**config.mk**
```make
export PLATFORM = sky130hd
export DESIGN_NAME = peak_window_bitrate_monitor
export DESIGN_NICKNAME = d
export VERILOG_FILES = /design/src/rtl/core/pwbm_pkg.sv /design/src/rtl/core/peak_window_bitrate_monitor.sv /design/src/rtl/core/pwbm_ctrl.sv /design/src/rtl/core/pwbm_dpath.sv
export SDC_FILE = /design/constraint.sdc
export NUM_CORES = 2
export LEC_CHECK = 0
export ABC_CLOCK_PERIOD_IN_PS = 3950
export BUFFER_PORTS_ARGS = -buffer_cell sky130_fd_sc_hd__buf_2
export CAP_MARGIN = 10
export CORE_MARGIN = 2
export CORE_UTILIZATION = 45
export DETAILED_ROUTE_END_ITERATION = 12
export GPL_TIMING_DRIVEN = 0
export PLACE_DENSITY_LB_ADDON = 0.2
export SYNTH_ARGS = -nofsm -noshare
export SYNTH_HDL_FRONTEND = slang
export SYNTH_SLANG_ARGS = --single-unit
```
**constraint.sdc**
```tcl
create_clock -name clk -period 3.95 [get_ports clk]
set_input_delay 0.5925 -clock clk [delete_from_list [all_inputs] [get_ports clk]]
set_output_delay 0.5925 -clock clk [all_outputs]
set_load 0.03 [all_outputs]
```
**src/rtl/core/pwbm_pkg.sv**
```systemverilog
// ----------------------------------------------------------------------------
// pwbm_pkg
// Shared widths, codes and controller/datapath link types for the peak
// window bitrate monitor.
// ----------------------------------------------------------------------------
package pwbm_pkg;

  // Field widths
  localparam int BYTES_W = 24;
  localparam int TICKS_W = 16;
  localparam int TS_W    = 20;
  localparam int RATE_W  = 32;

  // Time scale after reset (ticks per second)
  localparam logic [TS_W-1:0] TIME_SCALE_RESET = 20'd44100;

  // Input word kinds carried on tuser
  localparam logic CMD_ADD      = 1'b0;
  localparam logic CMD_FINALIZE = 1'b1;

  // Controller -> datapath commands
  typedef struct packed {
    logic accept;    // take input word, store frame on add
    logic init;      // set up walk pointer, clear sums
    logic walk;      // issue ring read, accumulate previous read
    logic mul_load;  // clear product, load time scale
    logic mul_step;  // one shift-add step
    logic div_load;  // load dividend and divisor
    logic div_step;  // one restoring division step
    logic publish;   // write result word, update peak
  } pwbm_cmd_t;

  // Datapath -> controller status
  typedef struct packed {
    logic walk_done;
    logic compute_ok;
    logic mul_last;
    logic div_last;
    logic out_free;
  } pwbm_sts_t;

endpackage

```
**src/rtl/core/peak_window_bitrate_monitor.sv**
```systemverilog
// Sequence: each input word goes through setup, the walk over the newest frames
// (at most DEPTH frames summed), multiply, divide load, divide and publish;
// with no rate the walk goes straight to publish.
// Flow: one word at a time; the next is taken in the cycle after the publish,
// later while the output register waits.
// Reset (rst, synchronous): ring empty, peak zero, time scale 44100.
// ----------------------------------------------------------------------------
// peak_window_bitrate_monitor
// Peak sliding-window bitrate of a coded frame stream: sums the newest
// frames until their duration reaches the time scale and forms rounded
// bits per second, tracking the highest window seen.
// ----------------------------------------------------------------------------
module peak_window_bitrate_monitor
  import pwbm_pkg::*;
#(
  parameter int DEPTH = 64
)
(
  input  logic                       clk,
  input  logic                       rst,
  input  logic                       s_tvalid,
  output logic                       s_tready,
  input  logic [BYTES_W+TICKS_W-1:0] s_tdata,   // frame_bytes[23:0], frame_ticks[39:24]
  input  logic                       s_tuser,   // command
  output logic                       m_tvalid,
  input  logic                       m_tready,
  output logic [2*RATE_W-1:0]        m_tdata,   // window_rate[31:0], peak_rate[63:32]
  output logic                       m_tuser,   // computed
  input  logic                       cfg_we,
  input  logic [TS_W-1:0]            cfg_wdata  // time_scale
);

  pwbm_cmd_t cmd;
  pwbm_sts_t sts;

  pwbm_ctrl u_ctrl (
    .clk      (clk),
    .rst      (rst),
    .s_tvalid (s_tvalid),
    .s_tready (s_tready),
    .sts      (sts),
    .cmd      (cmd)
  );

  pwbm_dpath #(
    .DEPTH (DEPTH)
  ) u_dpath (
    .clk       (clk),
    .rst       (rst),
    .cmd       (cmd),
    .sts       (sts),
    .s_tdata   (s_tdata),
    .s_tuser   (s_tuser),
    .cfg_we    (cfg_we),
    .cfg_wdata (cfg_wdata),
    .m_tready  (m_tready),
    .m_tvalid  (m_tvalid),
    .m_tdata   (m_tdata),
    .m_tuser   (m_tuser)
  );

endmodule

```
**src/rtl/core/pwbm_ctrl.sv**
```systemverilog
// ----------------------------------------------------------------------------
// pwbm_ctrl
// Sequencer for one word: store, walk back over the ring, multiply,
// divide, publish.
// ----------------------------------------------------------------------------
module pwbm_ctrl
  import pwbm_pkg::*;
(
  input  logic      clk,
  input  logic      rst,
  input  logic      s_tvalid,
  output logic      s_tready,
  input  pwbm_sts_t sts,
  output pwbm_cmd_t cmd
);

  typedef enum logic [6:0] {
    S_IDLE = 7'b0000001,
    S_INIT = 7'b0000010,
    S_WALK = 7'b0000100,
    S_MUL  = 7'b0001000,
    S_DIVL = 7'b0010000,
    S_DIV  = 7'b0100000,
    S_DONE = 7'b1000000
  } state_t;

  state_t state;
  state_t state_next;

  // State register
  always_ff @(posedge clk) begin
    if (rst) begin
      state <= S_IDLE;
    end else begin
      state <= state_next;
    end
  end

  // No word is taken while reset is held
  assign s_tready = (state == S_IDLE) && !rst;

  // Next state and commands
  always_comb begin
    state_next = state;
    cmd        = '0;
    case (state)
      S_IDLE: begin
        if (s_tvalid && s_tready) begin
          cmd.accept = 1'b1;
          state_next = S_INIT;
        end
      end
      S_INIT: begin
        cmd.init   = 1'b1;
        state_next = S_WALK;
      end
      S_WALK: begin
        cmd.walk = 1'b1;
        if (sts.walk_done) begin
          if (sts.compute_ok) begin
            cmd.mul_load = 1'b1;
            state_next   = S_MUL;
          end else begin
            state_next = S_DONE;
          end
        end
      end
      S_MUL: begin
        cmd.mul_step = 1'b1;
        if (sts.mul_last) begin
          state_next = S_DIVL;
        end
      end
      S_DIVL: begin
        cmd.div_load = 1'b1;
        state_next   = S_DIV;
      end
      S_DIV: begin
        cmd.div_step = 1'b1;
        if (sts.div_last) begin
          state_next = S_DONE;
        end
      end
      S_DONE: begin
        if (sts.out_free) begin
          cmd.publish = 1'b1;
          state_next  = S_IDLE;
        end
      end
      default: begin
        state_next = S_IDLE;
      end
    endcase
  end

`ifndef SYNTHESIS
  // A result is never written over one still waiting downstream
  a_publish_free: assert property (@(posedge clk) disable iff (rst)
    cmd.publish |-> sts.out_free)
    else $error("publish while output register busy");

  // The last division step always leads to the result state
  a_div_to_done: assert property (@(posedge clk) disable iff (rst)
    (state == S_DIV && sts.div_last) |=> (state == S_DONE))
    else $error("division did not end in result state");
`endif

endmodule

```
**src/rtl/core/pwbm_dpath.sv**
```systemverilog
// ----------------------------------------------------------------------------
// pwbm_dpath
// Frame ring, window sums, shift-add multiplier, restoring divider,
// peak register and output register.
// ----------------------------------------------------------------------------
module pwbm_dpath
  import pwbm_pkg::*;
#(
  parameter int DEPTH = 64
)
(
  input  logic                       clk,
  input  logic                       rst,
  input  pwbm_cmd_t                  cmd,
  output pwbm_sts_t                  sts,
  input  logic [BYTES_W+TICKS_W-1:0] s_tdata,
  input  logic                       s_tuser,
  input  logic                       cfg_we,
  input  logic [TS_W-1:0]            cfg_wdata,
  input  logic                       m_tready,
  output logic                       m_tvalid,
  output logic [2*RATE_W-1:0]        m_tdata,
  output logic                       m_tuser
);

  localparam int AW   = $clog2(DEPTH);
  localparam int CW   = $clog2(DEPTH + 1);
  localparam int SW   = BYTES_W + $clog2(DEPTH);   // byte sum
  localparam int TW   = TS_W + 1;                  // tick sum stays below 2*2^TS_W
  localparam int PW   = SW + TS_W;                 // S*T
  localparam int NW   = PW + 5;                    // 16*S*T + D
  localparam int DVW  = TW + 1;                    // 2*D
  localparam int SCW  = $clog2(NW);
  localparam int WW   = BYTES_W + TICKS_W;

  // Configuration and ring control
  logic [TS_W-1:0] time_scale;
  logic [AW-1:0]   write_slot;
  logic [CW-1:0]   stored_count;
  logic            finalize;

  // Ring memory and walk
  logic [WW-1:0]   ring [DEPTH];
  logic [WW-1:0]   rd_word;
  logic            rd_valid;
  logic [AW-1:0]   rd_ptr;
  logic [CW-1:0]   walk_cnt;
  logic [SW-1:0]   sum_b;
  logic [TW-1:0]   sum_t;
  logic            walk_done;
  logic            compute_ok;
  logic            comp_flag;

  // Multiply / divide
  logic [PW-1:0]   acc;
  logic [TS_W-1:0] t_sh;
  logic [SCW-1:0]  step_cnt;
  logic [NW-1:0]   quo;
  logic [DVW-1:0]  rem;
  logic [DVW-1:0]  dv;
  logic [DVW:0]    trial;
  logic            trial_ge;

  // Result
  logic [RATE_W-1:0] rate_val;
  logic [RATE_W-1:0] peak_value;
  logic [RATE_W-1:0] peak_next;

  // Configuration register
  always_ff @(posedge clk) begin
    if (rst) begin
      time_scale <= TIME_SCALE_RESET;
    end else if (cfg_we) begin
      time_scale <= cfg_wdata;
    end
  end

  // Ring pointers and fill count
  always_ff @(posedge clk) begin
    if (rst) begin
      write_slot   <= '0;
      stored_count <= '0;
    end else if (cmd.accept && s_tuser == CMD_ADD) begin
      write_slot <= (write_slot == AW'(DEPTH - 1)) ? '0 : write_slot + 1'b1;
      if (stored_count != CW'(DEPTH)) begin
        stored_count <= stored_count + 1'b1;
      end
    end
  end

  always_ff @(posedge clk) begin
    if (cmd.accept) begin
      finalize <= (s_tuser == CMD_FINALIZE);
    end
  end

  // Ring memory: one write port, one registered read port
  always_ff @(posedge clk) begin
    if (cmd.accept && s_tuser == CMD_ADD) begin
      ring[write_slot] <= s_tdata;
    end
    if (cmd.walk) begin
      rd_word <= ring[rd_ptr];
    end
  end

  // Walk stops after all stored frames or once the tick sum reaches the scale
  assign walk_done  = (walk_cnt == stored_count) || (sum_t >= {1'b0, time_scale});
  assign compute_ok = (sum_t != '0) && (finalize || (sum_t >= {1'b0, time_scale}));

  // Walk back from the newest frame; each read is registered and summed by the next walk step
  always_ff @(posedge clk) begin
    if (rst) begin
      rd_valid <= 1'b0;
    end else if (cmd.init) begin
      rd_valid <= 1'b0;
    end else if (cmd.walk) begin
      rd_valid <= 1'b1;
    end
  end

  always_ff @(posedge clk) begin
    if (cmd.init) begin
      rd_ptr   <= (write_slot == '0) ? AW'(DEPTH - 1) : write_slot - 1'b1;
      walk_cnt <= '0;
      sum_b    <= '0;
      sum_t    <= '0;
    end else if (cmd.walk) begin
      rd_ptr <= (rd_ptr == '0) ? AW'(DEPTH - 1) : rd_ptr - 1'b1;
      if (rd_valid && !walk_done) begin
        walk_cnt <= walk_cnt + 1'b1;
        sum_b    <= sum_b + SW'(rd_word[BYTES_W-1:0]);
        sum_t    <= sum_t + TW'(rd_word[WW-1:BYTES_W]);
      end
    end
  end

  always_ff @(posedge clk) begin
    if (cmd.walk && walk_done) begin
      comp_flag <= compute_ok;
    end
  end

  // Shift-add multiply S*T (MSB of T first), then restoring divide
  assign trial    = {rem, quo[NW-1]};
  assign trial_ge = (trial >= {1'b0, dv});

  always_ff @(posedge clk) begin
    if (cmd.mul_load) begin
      acc      <= '0;
      t_sh     <= time_scale;
      step_cnt <= '0;
    end else if (cmd.mul_step) begin
      acc      <= {acc[PW-2:0], 1'b0} + (t_sh[TS_W-1] ? PW'(sum_b) : '0);
      t_sh     <= {t_sh[TS_W-2:0], 1'b0};
      step_cnt <= step_cnt + 1'b1;
    end else if (cmd.div_load) begin
      quo      <= {1'b0, acc, 4'b0000} + NW'(sum_t);
      dv       <= {sum_t, 1'b0};
      rem      <= '0;
      step_cnt <= '0;
    end else if (cmd.div_step) begin
      rem      <= trial_ge ? DVW'(trial - {1'b0, dv}) : trial[DVW-1:0];
      quo      <= {quo[NW-2:0], trial_ge};
      step_cnt <= step_cnt + 1'b1;
    end
  end

  // Saturated rate and peak
  always_comb begin
    if (!comp_flag) begin
      rate_val = '0;
    end else if (|quo[NW-1:RATE_W]) begin
      rate_val = '1;
    end else begin
      rate_val = quo[RATE_W-1:0];
    end
    peak_next = (rate_val > peak_value) ? rate_val : peak_value;
  end

  always_ff @(posedge clk) begin
    if (rst) begin
      peak_value <= '0;
    end else if (cmd.publish) begin
      peak_value <= peak_next;
    end
  end

  // Output register
  always_ff @(posedge clk) begin
    if (rst) begin
      m_tvalid <= 1'b0;
    end else if (cmd.publish) begin
      m_tvalid <= 1'b1;
    end else if (m_tready) begin
      m_tvalid <= 1'b0;
    end
  end

  always_ff @(posedge clk) begin
    if (cmd.publish) begin
      m_tdata <= {peak_next, rate_val};
      m_tuser <= comp_flag;
    end
  end

  // Status
  always_comb begin
    sts            = '0;
    sts.walk_done  = walk_done;
    sts.compute_ok = compute_ok;
    sts.mul_last   = (step_cnt == SCW'(TS_W - 1));
    sts.div_last   = (step_cnt == SCW'(NW - 1));
    sts.out_free   = !m_tvalid || m_tready;
  end

`ifndef SYNTHESIS
  a_count_bound: assert property (@(posedge clk) disable iff (rst)
    stored_count <= CW'(DEPTH))
    else $error("fill count beyond ring depth");

  a_slot_bound: assert property (@(posedge clk) disable iff (rst)
    write_slot <= AW'(DEPTH - 1))
    else $error("write slot beyond ring depth");

  a_rem_bound: assert property (@(posedge clk) disable iff (rst)
    cmd.div_step |-> (rem < dv))
    else $error("division remainder not below divisor");
`endif

endmodule
```
# Word-level counts from Yosys, hierarchy flattened
# Memory sizes are Yosys's and may differ from the RTL's. A register that Yosys moved wholly into a read port is not among the register bits.
# Cells that the tools add are included.
word_totals:
  register_bits: 379
  memories: 1
  ram_bits: 2560
classes:
  bitwise_logic: 3
  n_eq_ne: 17
  add_sub_neg: 11
  n_mux: 40
  n_lt_le_gt_ge: 3
  reduce_logical: 27
mem_list:
  columns: ["name", "words", "word_bits", "rd", "rd_ports_with_merged_regs", "write_ports", "line_no", "rtl"]
  rows:
  - ["u_dpath.ring", 64, 40, 1, 1, 1, "pwbm_dpath.sv:43", "logic [WW-1:0] ring [DEPTH];"]
op_table:
  columns: ["operator", "n"]
  rows:
  - ["55-bit 2-to-1 mux", 2]
  - ["32-bit 2-to-1 mux", 3]
  - ["54-bit by 21-bit adder with 55-bit output", 1]
  - ["50-bit adder", 1]
  - ["7-bit case mux with 7 select lines", 1]
  - ["6-bit 2-to-1 mux", 8]
  - ["22-bit 2-to-1 mux", 2]
  - ["7-bit 2-to-1 mux", 6]
  - ["20-bit 2-to-1 mux", 2]
  - ["32-bit > comparator", 1]
  - ["30-bit by 24-bit adder with 30-bit output", 1]
  - ["30-bit 2-to-1 mux", 1]
  - ["23-bit by 22-bit greater-or-equal comparator with 1-bit output", 1]
  - ["23-bit OR reduction", 1]
  - ["22-bit subtractor", 1]
  - ["21-bit by 16-bit adder with 21-bit output", 1]
  - ["21-bit by 20-bit greater-or-equal comparator with 1-bit output", 1]
  - ["21-bit nonzero test", 1]
  - ["7-bit by 1-bit adder with 7-bit output (second input constant)", 2]
  - ["1-bit 2-to-1 mux", 14]
  - ["6-bit by 1-bit adder with 6-bit output (second input constant)", 2]
  - ["6-bit equality test (second input constant)", 2]
  - ["6-bit zero test", 2]
  - ["6-bit by 1-bit subtractor with 6-bit output (second input constant)", 2]
  - ["23 further kinds", 42]

# Longest topological paths before layout
logic_depth:
  word_depth: 8
  mapped_depth: 17
  depth_no_buf: 13

# Cells and area by module
# From an unflattened synthesis, not the netlist that was laid out.
hier_totals:
  hier_cells: 6174
  area_unflattened_um2: 120926.0
by_module_without_submodules:
  columns: ["mod", "instances", "seq_area_each_um2", "area_each_um2", "cells_each"]
  rows:
  - ["pwbm_dpath", 1, 87433.9, 120408.0, 6111]
  - ["pwbm_ctrl", 1, 140.1, 518.0, 63]

# Worst setup path before layout
# Ideal clock, no wire load.
synth_timing:
  kind: "reg-to-reg"
  from: "register u_ctrl.state[3]"
  to: "memory u_dpath.ring[27][0] in the netlist's numbering (enable)"
  path_buffers: 1
  t_required_ns: 3.513
  synth_period_minus_slack_ns: 3.885
  stages_incl_launch_ff: 7
  setup_slack_ns: 0.065
  arrival_time_ns: 3.448
  path_cell_list: "dfxtp_1 > nor4_4 > nand4bb_1 > clkbuf_1 > nor4_1 > nand3_1 > nor2_1"
synth_between:
  elab_chain_cells: 8
synth_rtl:
  columns: ["item", "line_no", "rtl"]
  rows:
  - ["start: declaration", "pwbm_ctrl.sv:27", "state_t state;"]
  - ["start signal: assignment", "pwbm_ctrl.sv:35", "state <= state_next;"]
  - ["7-bit by 1-bit equality test with 1-bit output *", "pwbm_ctrl.sv:40, pwbm_ctrl.sv:46", null]
  - ["1-bit logical AND", "pwbm_ctrl.sv:40", "assign s_tready = (state == S_IDLE) && !rst;"]
  - ["1-bit logical AND", "pwbm_ctrl.sv:48", "if (s_tvalid && s_tready) begin"]
  - ["1-bit 2-to-1 mux", "pwbm_ctrl.sv:48", null]
  - ["1-bit 2-to-1 mux *", "pwbm_ctrl.sv:46", "case (state)"]
  - ["1-bit logical AND *", "pwbm_dpath.sv:99", "if (cmd.accept && s_tuser == CMD_ADD) begin"]
  - ["1-bit 2-to-1 mux *", "pwbm_dpath.sv:99", null]
  - ["1-bit 2-to-1 mux (not written as such) *", "pwbm_dpath.sv:100", "ring[write_slot] <= s_tdata;"]
  - ["end: declaration", "pwbm_dpath.sv:43", null]
# Mark *: on every way between the ends. The rest lies on a longest branch, timed or not.

# Worst setup path in the final report
layout_timing:
  from: "register u_ctrl.state[3]"
  to: "memory u_dpath.ring[33][34] in the netlist's numbering (enable)"
# Same word-level chain as after synthesis.

==> impl_metrics.tcl <==
set metrics [dict create \
    final-setup-viol-count 34 \
    drt_first_pass_iters 6 \
    drv_slew 0 \
    fin_ws_ns -0.0963 \
    grt_first_pass_wirelength_um 506000 \
    path_class "reg -> reg" \
    timing.setup.tns_ns -1.97 \
    gp_congestion 0.846 \
    core_um2 271000 \
    power_density_nw_per_um2 451 \
    r2r-end "u_dpath.ring[33][34]" \
    cts.sinks 2979 \
    grt_use_total_pct 26.0 \
    routed_wl_um 365000 \
    ys_top_cells_by_count "2791 x edfxtp_1, 783 x mux4_2, 260 x nand2_1, 249 x nor2_1, 219 x a21oi_1" \
    synth-edff-count 2791 \
    cap_violations 0 \
    num_rows 191 \
    grt-ovfl-total 0 \
    seqCellArea_um2 87600 \
    crit_fanout 18 \
    start_util_pct 45.2 \
    clk_pin_slew_ns 0.06 \
    fp.dieH_um 525 \
    nNetsFinal 7471 \
    yosysSeqAreaShare_pct 71.7 \
    fin_skew_ns 0.0498 \
    syn_inst 6489 \
    htreeDepth 5 \
    critPathLaunchType "flip-flop" \
    postSynthRegisterBits 2979 \
    ant_nets 0 \
    synth_top_area_cell "edfxtp_1" \
    syn_avg_cell_area_um2 18.8 \
    period_minus_slack_ns 4.05 \
    drive_gt1_share_pct 26.8 \
    cp-startpoint "u_ctrl.state[3]" \
    fmax_mhz 247 \
    num-fill-cells 21200 \
    tritoncts "yes" \
    multi_input_area_um2 33500 \
    synth_area_um2 122000 \
    ys_warn_count 0 \
    fin_util_pct 52.9 \
    path_buf_inv 2 \
    hp-class "in -> reg" \
    numCtsBuffers 318 \
    via_per_inst 6.21 \
    place_ws_ns -0.934 \
    io_pins 133 \
    numPortBuffers 131 \
    cts_root_buffer "clkbuf_16" \
    status "complete, but fails checks" \
    drtIter0Drc 9124 \
    area_growth_pct 17.1 \
    syn_nets 6729 \
    synth_area_leaders "edfxtp_1 69%, mux4_2 14%, dfxtp_1 3.1%" \
    violations "negative setup slack" \
    crit_family "simple AND/OR/NAND/NOR gates" \
    finalCritPeriodShare_pct 102 \
    via_count 68600 \
    p_leak_nw 46.5 \
    worst_pin_slew_ns 1.29 \
    rsz0062_at_grt "true" \
    r2r_slack_ns -0.1 \
    r2r_start "u_ctrl.state[3]" \
    crit_path_end "u_dpath.ring[33][34]" \
    cp.arrival_ns 4.58 \
    reg2reg_depth 7 \
    slowest_stage "nor2_4" \
    cp.depth 7 \
    die_width_um 525 \
    post-route-drc-count 0 \
    die-area_um2 276000 \
    ys.flop_type "edfxtp_1" \
    wl_per_cell_um 33.0 \
    max_stage_delay_ns 0.78 \
    grt_max_degree 65 \
    synth_cell_types 96 \
    yosys.cell_count.top_type "edfxtp_1" \
    irDropWorstVdd_v 0.000346 \
    grt_antenna_before_repair 22 \
    clock_latency_ns 0.89 \
    dp_hpwl_um 242000 \
    endpoint_kind "flip-flop" \
    finalHoldViolCount 0 \
    grt_pass1_vias 66900 \
    cp.required_ns 4.49 \
    synth_top_area_share_pct 68.6 \
    cp_cell_sequence "nor4_4, nand4bb_1, clkbuf_1, nor4_2, nand2_1, nor2_4, buf_12" \
    synthArstFlopShare_pct 0 \
    ctsLongestPathBuffers 4 \
    maxSlewHeadroom_pct 13.9 \
]
worst min-delay path by stage:
stage,from,depth (start not counted),to
2_1_floorplan,u_dpath.sum_b[29],1,u_dpath.sum_b[29]
3_3_place_gp,u_dpath.sum_b[29],1,u_dpath.sum_b[29]
3_5_place_dp,u_dpath.sum_b[29],1,u_dpath.sum_b[29]
4_1_cts,s_tuser,1,u_dpath.finalize
5_1_grt,s_tuser,1,u_dpath.finalize
6_report,s_tvalid,3,u_ctrl.state[2]
layout by cell type, fill, tap and decap left out, types with 68 or more instances in the layout:
cell	n
nor2_1	181
o21ai_0	179
ha_1	161
buf_2	211
clkbuf_16	328
dfxtp_1	188
buf_12	156
xnor2_1	78
mux4_2	783
buf_4	102
a21oi_1	205
clkbuf_1	209
mux2i_1	105
edfxtp_1	2791
nand3_1	68
inv_1	134
clkinv_1	75
nand2_1	258
layout make-up:
cell class / count / area share [%]
Clock buffer: 399 / 5.94
Antenna cell: 6 / 0.0105
Clock inverter: 158 / 0.770
Timing Repair Buffer: 428 / 3.94
Buffer: 349 / 1.20
Inverter: 139 / 0.367
Sequential cell: 2979 / 61.2
Tap cell: 3570 / 3.12
Multi-Input combinational cell: 3016 / 23.4
metrics by stage:
step / instances / area (um2) / hold slack [ns] / total power, W
floorplan: 6489 / 122000 / 0.428 / 0.0360
finish: 11000 / 143000 / 0.115 / 0.0645
detailed placement: 10300 / 131000 / 0.460 / 0.0370
global placement: 10200 / 127000 / 0.451 / 0.0369
global route: 11000 / 143000 / 0.0927 / 0.0661
CTS: 11000 / 142000 / 0.0379 / 0.0648
where the power goes:
| group | switching (W) | internal, W |
|---|---|---|
| Sequential | 0.0000482 | 0.0345 |
| Clock | 0.0122 | 0.0159 |
| Combinational | 0.00124 | 0.000597 |
| Total | 0.0135 | 0.0510 |
registers in the layout, summed over array words and instances, names as in the netlist:
register / count
u_ctrl.state: 7
u_dpath.acc: 50
u_dpath.comp_flag: 1
u_dpath.dv: 21
u_dpath.finalize: 1
u_dpath.m_tdata: 64
u_dpath.m_tuser: 1
u_dpath.m_tvalid: 1
u_dpath.peak_value: 32
u_dpath.quo: 55
u_dpath.rd_ptr: 6
u_dpath.rd_valid: 1
u_dpath.rd_word: 40
u_dpath.rem: 22
u_dpath.ring: 2560
u_dpath.step_cnt: 6
u_dpath.stored_count: 7
u_dpath.sum_b: 30
u_dpath.sum_t: 21
u_dpath.t_sh: 20
u_dpath.time_scale: 20
u_dpath.walk_cnt: 7
u_dpath.write_slot: 6
worst reg2reg max path: stages, from the launching register on:
cell and delay (ns):
dfxtp_1 0.37, nor4_4 0.39, nand4bb_1 0.14, clkbuf_1 0.32
nor4_2 0.70, nand2_1 0.69, nor2_4 0.79, buf_12 0.28
layer usage:
layer  up-vias  track usage [%]  routed length, um
li1      28100                -                  -
met4        16             9.07              14300
met3       735             5.31              34900
met5         -                0                149
met2      3782             41.8             173000
met1     35900             35.4             142000
kinds of logic after synthesis:
family,share of synthesized area [%]
flip-flops,71.7
AND/OR/NAND/NOR,3.79
multiplexers,15.6
AO/OA/AOI/OAI,4.52
buffers and inverters,1.64
adder cells (fa/ha/maj),1.81
XOR/XNOR,0.968
repair_timing:
item                                    in CTS  in global routing
setup buffers                               76                 32
resized for setup                          111                183
endpoints found under the setup margin     928               1025
endpoints found under the hold margin       20                  0
pin swaps                                   36                 21
hold buffers                                20                  0
gates cloned                                 0                  4
Note: power is estimated with default switching activity, not from simulation.
